File: config.mk
export PLATFORM = sky130hd
export DESIGN_NAME = bfs_wrap_add
export DESIGN_NICKNAME = d
export VERILOG_FILES = /design/src/bfs_wrap_add.sv
export SDC_FILE = /design/constraint.sdc
export NUM_CORES = 1
export LEC_CHECK = 0
export ABC_AREA = 0
export ABC_CLOCK_PERIOD_IN_PS = 2220
export BUFFER_PORTS_ARGS = -buffer_cell sky130_fd_sc_hd__buf_4
export CAP_MARGIN = 10
export CORE_AREA = 3 3 40 42
export DETAILED_ROUTE_END_ITERATION = 8
export DIE_AREA = 0 0 43 45
export PLACE_DENSITY = 0.79
export SLEW_MARGIN = 20
export SYNTH_ARGS = -nofsm -noshare
export SYNTH_HDL_FRONTEND = slang
export SYNTH_SLANG_ARGS = --single-unit
File: constraint.sdc
create_clock -name vclk -period 2.22
set_input_delay 0.333 -clock vclk [all_inputs]
set_output_delay 0.333 -clock vclk [all_outputs]
set_load 0.01 [all_outputs]
File: src/bfs_wrap_add.sv
// ----------------------------------------------------------------------------
// bfs_wrap_add: circular store address unit
// Adds an offset to the front index and wraps modulo DEPTH. Both operands
// stay below DEPTH, so one compare and subtract does the wrap.
// ----------------------------------------------------------------------------
module bfs_wrap_add #(
  parameter int DEPTH = 4096
) (
  input  logic [$clog2(DEPTH)-1:0]   base,
  input  logic [$clog2(DEPTH+1)-1:0] offset,
  output logic [$clog2(DEPTH)-1:0]   slot
);

  localparam int IW = $clog2(DEPTH);
  localparam int CW = $clog2(DEPTH + 1);

  logic [CW:0] sum;
  logic [CW:0] wrapped;

  assign sum     = (CW+1)'(base) + (CW+1)'(offset);
  assign wrapped = (sum >= (CW+1)'(DEPTH)) ? (sum - (CW+1)'(DEPTH)) : sum;
  assign slot    = wrapped[IW-1:0];

endmodule

Word level (Yosys, flattened, before mapping)
Index checks and enable logic that the tools add are counted.
Operators by class
  $lt $le $gt $ge: 1
  add/sub/neg operators: 2
  mux-type cells: 1
Operator list (count)
  adder 12 x 13 -> 14 bit: 1
  greater-or-equal comparator 14 x 13 -> 1 bit, second input constant: 1
  2-to-1 mux 12 bit: 1
  subtractor 12 x 1 -> 12 bit, second input constant: 1
Word-level totals
  input port bits: 25
  output and inout bits: 12
  bits in registers: 0

Depth between registers and ports, before layout
Gate-level depths: netlist of run 1.
  depth in word-level cells: 3
  gate-level depth with buffers: 7
  mapped depth without buffers: 7

Least setup slack after synthesis of run 1
No wires, ideal clock.
  kind: in2out
  from: input offset[0]
  to: output slot[8]
  path slack: -0.168 ns
  stages: 7
  required time: 1.887 ns
  buffers on the path: 0
  arrival time: 2.055 ns
  path through: ha_1 fa_1 a211oi_1 o21bai_1 a2111oi_0 nor3_1 xor2_1
Between the ends
  longest elaborated chain between the ends: 3
  elaborated cells on any way between the ends: 4
RTL lines
  from (decl): line 10  | input logic [$clog2(DEPTH+1)-1:0] offset,
  adder 12 x 13 -> 14 bit *: line 20  | assign sum = (CW+1)'(base) + (CW+1)'(offset);
  subtractor 12 x 1 -> 12 bit or greater-or-equal comparator 14 x 13 -> 1 bit (tied branches): line 21  | assign wrapped = (sum >= (CW+1)'(DEPTH)) ? (sum - (CW+1)'(DEPTH)) : sum;
  2-to-1 mux 12 bit *: line 21
  to (decl): line 11  | output logic [$clog2(DEPTH)-1:0] slot
Every way passes the cells marked *; elsewhere a longest branch is shown, timed or not.

Worst setup path after layout of run 1
Same ends and word-level chain as after synthesis.

==> results of run 1 <==
## how the worst max path moves through the flow
stage / startpoint / endpoint / slack, ns / cells past startpoint
2_1_floorplan: offset[0] / slot[8] / 0.03 / 7
3_3_place_gp: offset[0] / slot[8] / -0.20 / 9
3_5_place_dp: offset[0] / slot[8] / -0.24 / 9
4_1_cts: offset[0] / slot[8] / -0.17 / 9
5_1_grt: offset[0] / slot[8] / -0.28 / 9
6_report: offset[0] / slot[8] / -0.20 / 9
## per-layer routing
| metal | share of wire | vias to the layer above | wire, µm | global-route usage |
|---|---|---|---|---|
| li1 | - | 321 | - | - |
| met1 | 0.32 | 288 | 479 | 0.1627 |
| met2 | 0.60 | 21 | 886 | 0.3503 |
| met3 | 0.076 | 0 | 113 | 0.01594 |
| met4 | 0 | 0 | 0 | 0 |
| met5 | 0 | - | 0 | 0 |
## final cells by class
| type | instances | area [µm²] |
|---|---|---|
| Multi-Input combinational cell | 58 | 558.0 |
| Timing Repair Buffer | 47 | 360.3 |
| Fill cell | 109 | 347.8 |
| Tap cell | 15 | 18.77 |
## metrics by stage
stage / total power [mW] / hold WS (ns) / worst slack, ns
after floorplan: 0.1574 / 0.8107 / 0.02760
after global placement: 0.2875 / 0.9752 / -0.1970
after detailed placement: 0.2947 / 0.9899 / -0.2364
after CTS: 0.3099 / 0.9565 / -0.1660
after global routing: 0.3496 / 0.9720 / -0.2789
final: 0.3213 / 0.9593 / -0.1974
## logic make-up (layout without fill, tap and decap cells)
group,Yosys count,in the layout
AND/OR/NAND/NOR,14,14
adder cells (fa/ha/maj),12,12
XOR/XNOR,11,11
buffers and inverters,1,47
AO/OA/AOI/OAI,21,21
## where the power goes
part | switching (mW) | internal [mW]
Combinational | 0.138 | 0.183
Sequential | 0 | 0
Clock | 0 | 0
Total | 0.138 | 0.183
## cell usage after synthesis
cell,number
a2111oi_0,1
a2111oi_4,1
a211oi_1,1
a21boi_1,1
a21o_1,3
a21oi_1,8
a21oi_2,1
a41oi_2,1
and2_1,2
and3_1,1
and3_4,1
clkbuf_1,1
fa_1,1
ha_1,11
nand2_1,1
nand3_1,1
nand4_1,3
nor2_1,2
nor3_1,2
o21a_1,1
o21ai_0,2
o21bai_1,1
or3_1,1
xnor2_1,7
xor2_1,4
## repair_timing
action	CTS	global route
pin swaps	5	3
gates resized for setup	7	2
setup endpoints to repair	5	6
setup buffers	1	3
endpoints found under the hold margin	0	0
## placed cells by master, fill, tap and decap left out, drive strengths merged
master / count
a21oi: 9
a211oi: 1
o21ai: 2
fa: 1
nor2: 2
xnor2: 7
ha: 11
and3: 2
buf: 47
o21bai: 1
nor3: 2
a21o: 3
o21a: 1
a21boi: 1
xor2: 4
a2111oi: 2
nand3: 1
nand4: 3
a41oi: 1
nand2: 1
and2: 2
or3: 1
==> flow_summary_export.csv, run 1 <==
group,metric,value,unit
timing,max_slew_margin,0.7984,
worst_setup_path,arrival,2.08,ns
timing,setup-tns-final,-0.2926,ns
synth,yosys-mux-area-fraction,0,
worst_hold_path,holdPathStages,3,
floorplan,initial_utilization,0.3914,
outcome,outcome,"complete, but fails checks",
routing,firstDrtPassIters,2,
synth,synth_top_area_share,0.2736,
worst_hold_path,whs_endpoint,"slot[0]",
place,gp_congestion,0.8056,
worst_hold_path,hp-start,"base[0]",
finish,final_util,0.7293,
worst_setup_path,worstPathRequired,1.89,ns
routing,wirelength,1479,µm
global_routing,antenna_found_initial,0,
synth,synth_fa_ha_area_frac,0.3134,
finish,antenna_cells,0,
finish,layout-drive-gt1-share,0.5619,
timing,min_period_over_period,1.089,
worst_hold_path,hold_class,"primary input to primary output",
synth,synth_top_area_cell,"ha_1",
timing,setup_slack,-0.1974,ns
worst_setup_path,crit_chain,"buf_6 > ha_4 > fa_2 > a211oi_2 > o21bai_1 > a2111oi_2 > nor3_1 > xor2_1 > buf_4",
synth,yosys_warnings,0,
timing,finalHoldViolations,0,
finish,final_cell_count_no_fill,120,
power_and_ir_drop,leakagePower,0.4442,nW
global_routing,grt_pass1_vias,613,
worst_setup_path,cpMaxStageDelayCell,"fa_2",
power_and_ir_drop,p_per_area,342.9,mW/mm²
timing,tightest_slew,0.3023,ns
synth,netlist-cell-type-count,25,
timing,setup_viol,2,
job,maxCapViolCount,0,
finish,final_nets,144,
place,placed_area,850.8,µm²
clock_tree,cts_hold_buf,0,
floorplan,die-area,0.001935,mm²
worst_setup_path,worstPathMaxFanout,2,
outcome,violations,"negative setup slack",
finish,fin_area,937.1,µm²
synth,avgSynthCellArea,8.525,µm²
timing,rsz0062_at_grt,"true",
global_routing,overflow,0,
synth,netlist_area,503.0,µm²
timing,slew_violations,0,
synth,synth_top_family_by_area,"compound AO/OA/AOI/OAI gates",
timing,fin_crit,2.417,ns
worst_setup_path,critPathTopFamily,"compound AO/OA/AOI/OAI gates",
finish,seq_area,0,µm²
global_routing,grt_max_degree,8,
finish,nClkBuffers,0,
global_routing,grt_pass1_wl,2484,µm
place,placed_cells,116,
synth,synth_compound_area_frac,0.3259,
worst_setup_path,end_kind,"primary output",
worst_setup_path,cpPeakStageDelay,0.37,ns
power_and_ir_drop,vdd_ir_drop_max,241.1,µV
routing,drt-initial-drc-count,3,
synth,synthCells,59,
floorplan,num_rows,13,
routing,wl_per_cell,12.33,µm
synth,yosysSeqAreaShare,0,
routing,drc,0,
routing,via_per_inst,5.250,
timing,fmax,413.7,MHz
floorplan,core,0.001285,mm²
place,dp_hpwl,1179,µm
routing,vias,630,
routing,ant_nets,0,
worst_setup_path,cp_num_buf_inv,2,
synth,synthSimpleGateAreaFrac,0.1617,
floorplan,die_h,45,µm
worst_setup_path,critPathKind,"primary input to primary output",
global_routing,grt_usage,0.1570,
synth,synth_nets,96,
place,numPortBuffers,36,
finish,area_delta_synth_final,86.32,%
floorplan,design.portCount,37,
floorplan,die_x,43,µm
synth,synthTopCellsByArea,"ha_1 (27%), xnor2_1 (12%), a21oi_1 (8.0%)",
worst_setup_path,cp-start-kind,"primary input",
synth,synth_xor_area_frac,0.1915,
finish,seq_cell_count,0,
(Power assumes the default switching activity.)
==> run 2: changes to the inputs <==
--- a/config.mk
+++ b/config.mk
@@ -12,6 +12,7 @@
 export CORE_AREA = 3 3 40 42
 export DETAILED_ROUTE_END_ITERATION = 8
 export DIE_AREA = 0 0 43 45
+export MAX_ROUTING_LAYER = met4
 export PLACE_DENSITY = 0.79
 export SLEW_MARGIN = 20
 export SYNTH_ARGS = -nofsm -noshare
==> run 2 against run 1 <==
Against the previous run:
- critical path depth unchanged
- the flow still finishes with violations (negative setup slack)
- largest power group unchanged
- global-route usage increased by 0.47 points
- clock-buffer cell count unchanged
- utilization unchanged
==> flow_summary_export.csv, run 2 (synthesis gave the netlist of run 1 again) <==
group,metric,value,unit
global_routing,grt_pass1_vias,613,
power_and_ir_drop,internal_power,182.9,µW
floorplan,num_rows,13,
global_routing,overflow,0,
place,placed_area,850.8,µm²
worst_setup_path,critPathKind,"primary input to primary output",
finish,area_delta_synth_final,86.32,%
power_and_ir_drop,p_sw_frac,0.4306,
global_routing,grt_max_degree,8,
timing,tightest_slew,0.3023,ns
power_and_ir_drop,p_per_area,342.8,mW/mm²
timing,min_period_over_period,1.089,
routing,wl_per_cell,12.32,µm
timing,rsz0062_at_grt,"true",
routing,ant_nets,0,
finish,nClkBuffers,0,
floorplan,die_h,45,µm
worst_setup_path,worstPathMaxFanout,2,
outcome,outcome,"complete, but fails checks",
power_and_ir_drop,leakagePower,0.4442,nW
worst_hold_path,hp-start,"base[0]",
timing,setup_slack,-0.1974,ns
routing,drc,0,
place,gp_congestion,0.8173,
worst_setup_path,arrival,2.08,ns
worst_setup_path,end_kind,"primary output",
power_and_ir_drop,p_seq_frac,0,
timing,fmax,413.7,MHz
global_routing,grt.busiest_layer,"met2",
floorplan,core,0.001285,mm²
global_routing,antenna_found_initial,0,
finish,layout_commonest_cell,"buf_4",
finish,antenna_cells,0,
global_routing,use_met2,0.3503,
place,numPortBuffers,36,
worst_hold_path,whs_endpoint,"slot[0]",
job,maxCapViolCount,0,
floorplan,design.portCount,37,
routing,firstDrtPassIters,2,
finish,fin_area,937.1,µm²
routing,via_per_inst,5.250,
timing,slew_violations,0,
global_routing,grt_util_met1,0.1675,
timing,setup_viol,2,
finish,fillerInstances,109,
finish,seq_cell_count,0,
routing,wirelength,1478,µm
power_and_ir_drop,switching_power,138.3,µW
timing,max_slew_margin,0.7984,
power_and_ir_drop,total_power,321.2,µW
finish,seq_area,0,µm²
finish,layout-drive-gt1-share,0.5619,
worst_hold_path,holdPathStages,3,
worst_hold_path,hold_class,"primary input to primary output",
outcome,violations,"negative setup slack",
finish,final_util,0.7293,
timing,fin_crit,2.417,ns
power_and_ir_drop,vdd_ir_drop_max,241.1,µV
global_routing,grt_pass1_wl,2484,µm
power_and_ir_drop,pwr-share-comb,1.000,
timing,finalHoldViolations,0,
finish,final_cell_mix,"buf_4 (45), ha_1 (8), a21oi_1 (7), xnor2_1 (7), xor2_1 (4)",
power_and_ir_drop,p_clk_frac,0,
global_routing,grt_usage,0.1617,
worst_setup_path,cp-start-kind,"primary input",
floorplan,die_x,43,µm
place,dp_hpwl,1179,µm
routing,vias,630,
global_routing,globalRouteMet3Util,0.007968,
floorplan,die-area,0.001935,mm²
routing,drt-initial-drc-count,3,
worst_setup_path,worstPathRequired,1.89,ns
floorplan,initial_utilization,0.3914,
finish,final_nets,144,
run 2: what timing repair did:
item	in CTS	in global routing
resized for setup	7	2
setup buffers	1	3
endpoints found under the setup margin	5	6
pin swaps	5	3
hold buffers	0	0
run 2: worst max path at each step:
stage               cells past startpoint  slack [ns]  endpoint       from
floorplan                               7        0.03   slot[8]  offset[0]
global placement                        9       -0.20   slot[8]  offset[0]
detailed placement                      9       -0.24   slot[8]  offset[0]
CTS                                     9       -0.17   slot[8]  offset[0]
global route                            9       -0.28   slot[8]  offset[0]
finish                                  9       -0.20   slot[8]  offset[0]
run 2: area by class of cell:
cell class	instances	area, µm²	area share
Multi-Input combinational cell	58	558.0	0.5955
Tap cell	15	18.77	0.02003
Timing Repair Buffer	47	360.3	0.3845
run 2: worst max-delay path: stages:
cell	delay, ns
buf_6	0.10
ha_4	0.15
fa_2	0.37
a211oi_2	0.26
o21bai_1	0.14
a2111oi_2	0.31
nor3_1	0.10
xor2_1	0.17
buf_4	0.15
run 2: metrics by stage:
| step | std cells | setup WS, ns | hold WS (ns) | setup TNS, ns |
|---|---|---|---|---|
| floorplan | 59 | 0.02760 | 0.8107 | 0 |
| global placement | 116 | -0.1970 | 0.9752 | -0.4224 |
| detailed placement | 116 | -0.2364 | 0.9899 | -0.5321 |
| CTS | 117 | -0.1660 | 0.9565 | -0.2927 |
| global route | 120 | -0.2789 | 0.9720 | -0.6370 |
| finish | 120 | -0.1974 | 0.9593 | -0.2934 |
run 2: power by group through the flow:
| stage | clock network [mW] | logic [mW] | registers [mW] |
|---|---|---|---|
| after detailed placement | 0 | 0.295 | 0 |
| after global placement | 0 | 0.287 | 0 |
| after CTS | 0 | 0.310 | 0 |
| after global routing | 0 | 0.349 | 0 |
| final | 0 | 0.321 | 0 |
| after floorplan | 0 | 0.157 | 0 |
run 2: metal layers:
layer / part of all wire / vias up / routed length [µm]
li1: - / 321 / -
met1: 0.33 / 288 / 493
met3: 0.067 / 0 / 99
met4: 0 / 0 / 0
met5: 0 / - / 0
met2: 0.60 / 21 / 885
==> run 3: changes to the inputs <==
--- a/config.mk
+++ b/config.mk
@@ -9,11 +9,11 @@
 export ABC_CLOCK_PERIOD_IN_PS = 2220
 export BUFFER_PORTS_ARGS = -buffer_cell sky130_fd_sc_hd__buf_4
 export CAP_MARGIN = 10
-export CORE_AREA = 3 3 40 42
+export CORE_MARGIN = 3
+export CORE_UTILIZATION = 35
 export DETAILED_ROUTE_END_ITERATION = 8
-export DIE_AREA = 0 0 43 45
 export MAX_ROUTING_LAYER = met4
-export PLACE_DENSITY = 0.79
+export PLACE_DENSITY = 0.74
 export SLEW_MARGIN = 20
 export SYNTH_ARGS = -nofsm -noshare
 export SYNTH_HDL_FRONTEND = slang
==> run 3 against run 2 <==
Against the previous run:
- the flow still finishes with violations (negative setup slack)
- combinational power down 2%
- non-clock buffer count down 2
- total power fell by 1.9%
- largest cell class unchanged
- maximum frequency is 4.8% higher
- sequential share of layout area unchanged
- cell count shrank 1.7%
- via count shrank 0.32%
- design area is 1.2% lower
- global-route usage fell by 0.72 points
- sequential cell count did not move
==> flow_summary_export.csv, run 3 (synthesis gave the netlist of run 1 again) <==
group,metric,value,unit
outcome,outcome,"complete, but fails checks",
outcome,violations,"negative setup slack",
place,numPortBuffers,36,
timing,tightest_slew,0.3039,ns
job,maxCapViolCount,0,
finish,final_cell_mix,"buf_4 (43), ha_1 (8), a21oi_1 (7), xnor2_1 (7)",
power_and_ir_drop,p_sw_frac,0.4324,
finish,seq_cell_count,0,
finish,seq_area,0,µm²
worst_setup_path,arrival,1.97,ns
timing,fmax,433.5,MHz
global_routing,grt_usage,0.1544,
routing,drt-initial-drc-count,9,
routing,firstDrtPassIters,4,
place,pre_cts_ws,-0.2043,ns
power_and_ir_drop,pwr-share-comb,1.000,
routing,via_per_inst,5.322,
place,dp_hpwl,1211,µm
routing,wirelength,1381,µm
timing,max_slew_margin,0.7974,
power_and_ir_drop,internal_power,178.9,µW
floorplan,design.portCount,37,
power_and_ir_drop,p_clk_frac,0,
finish,final_nets,142,
global_routing,grt_max_degree,8,
finish,nClkBuffers,0,
timing,fin_crit,2.307,ns
worst_setup_path,critPathKind,"primary input to primary output",
floorplan,core,0.001318,mm²
timing,rsz0062_at_grt,"true",
timing,setup_viol,2,
worst_hold_path,hold_class,"primary input to primary output",
finish,antenna_cells,0,
finish,layout_commonest_cell,"buf_4",
global_routing,antenna_found_initial,0,
timing,min_period_over_period,1.039,
routing,vias,628,
global_routing,grt_pass1_vias,573,
timing,setup_slack,-0.08689,ns
place,gp_congestion,0.7662,
floorplan,num_rows,13,
routing,ant_nets,0,
global_routing,overflow,0,
timing,slew_violations,0,
power_and_ir_drop,p_seq_frac,0,
finish,fillerInstances,112,
global_routing,grt_pass1_wl,2346,µm
worst_setup_path,cp-start-kind,"primary input",
power_and_ir_drop,p_per_area,340.3,mW/mm²
finish,area_delta_synth_final,84.08,%
routing,wl_per_cell,11.70,µm
floorplan,die-area,0.001928,mm²
floorplan,initial_utilization,0.3818,
worst_setup_path,worstPathMaxFanout,2,
worst_setup_path,worstPathRequired,1.89,ns
timing,setup-tns-final,-0.1016,ns
power_and_ir_drop,switching_power,136.2,µW
floorplan,die_x,43.91,µm
worst_setup_path,end_kind,"primary output",
power_and_ir_drop,leakagePower,0.4350,nW
timing,finalHoldViolations,0,
routing,drc,0,
power_and_ir_drop,vdd_ir_drop_max,173.7,µV
floorplan,die_h,43.91,µm
finish,layout-drive-gt1-share,0.5534,
-- run 3: cell types whose count changed in the layout (fill, tap and decap cells not counted), sizes merged --
cell and delta:
buf -2
-- run 3: worst max-delay path: stages --
cell and delay [ns]:
buf_6 0.10, ha_4 0.15, fa_2 0.36, a211oi_2 0.20
o21bai_1 0.12, a2111oi_2 0.30, nor3_1 0.09, xor2_1 0.16
buf_4 0.15
-- run 3: path summary, 6_finish.rpt --
path,startpoint,to,slack [ns],cells past startpoint
setup / recovery,offset[0],slot[8],-0.09,9
hold / removal,base[0],slot[0],0.96,3
-- run 3: final cells by class --
class,count,area [µm²],share of cell area
multi-input cells,58,561.8,0.6068
repair buffers,45,345.3,0.3730
well taps,15,18.77,0.02027
-- run 3: power groups by stage --
stage               Clock (mW)  Sequential (mW)  Combinational (mW)
floorplan                    0                0               0.157
global placement             0                0               0.288
detailed placement           0                0               0.295
CTS                          0                0               0.305
global route                 0                0               0.345
finish                       0                0               0.315
-- run 3: timing repair --
action | 4_1_cts | 5_1_grt
gates cloned | 0 | 0
gates resized for setup | 5 | 4
hold buffers | 0 | 0
pin swaps | 5 | 7
setup endpoints to repair | 5 | 6
setup buffers | 1 | 1
-- run 3: stage by stage --
stage / utilization / hold slack [ns] / cells / area, µm² / total power, mW
final: 0.7028 / 0.9592 / 118 / 925.9 / 0.3151
after global routing: 0.7028 / 0.9706 / 118 / 925.9 / 0.3450
after CTS: 0.6686 / 0.9597 / 117 / 880.8 / 0.3054
after detailed placement: 0.6458 / 0.9958 / 116 / 850.8 / 0.2950
after global placement: 0.6458 / 0.9752 / 116 / 850.8 / 0.2884
after floorplan: - / 0.8107 / 59 / 513.0 / 0.1574
-- run 3: routing by layer --
layer / vias up / track usage / wire, µm
li1: 317 / - / -
met4: 0 / 0 / 0
met1: 289 / 0.1887 / 486
met3: 0 / 0.01245 / 92
met2: 22 / 0.2878 / 801
met5: - / - / 0
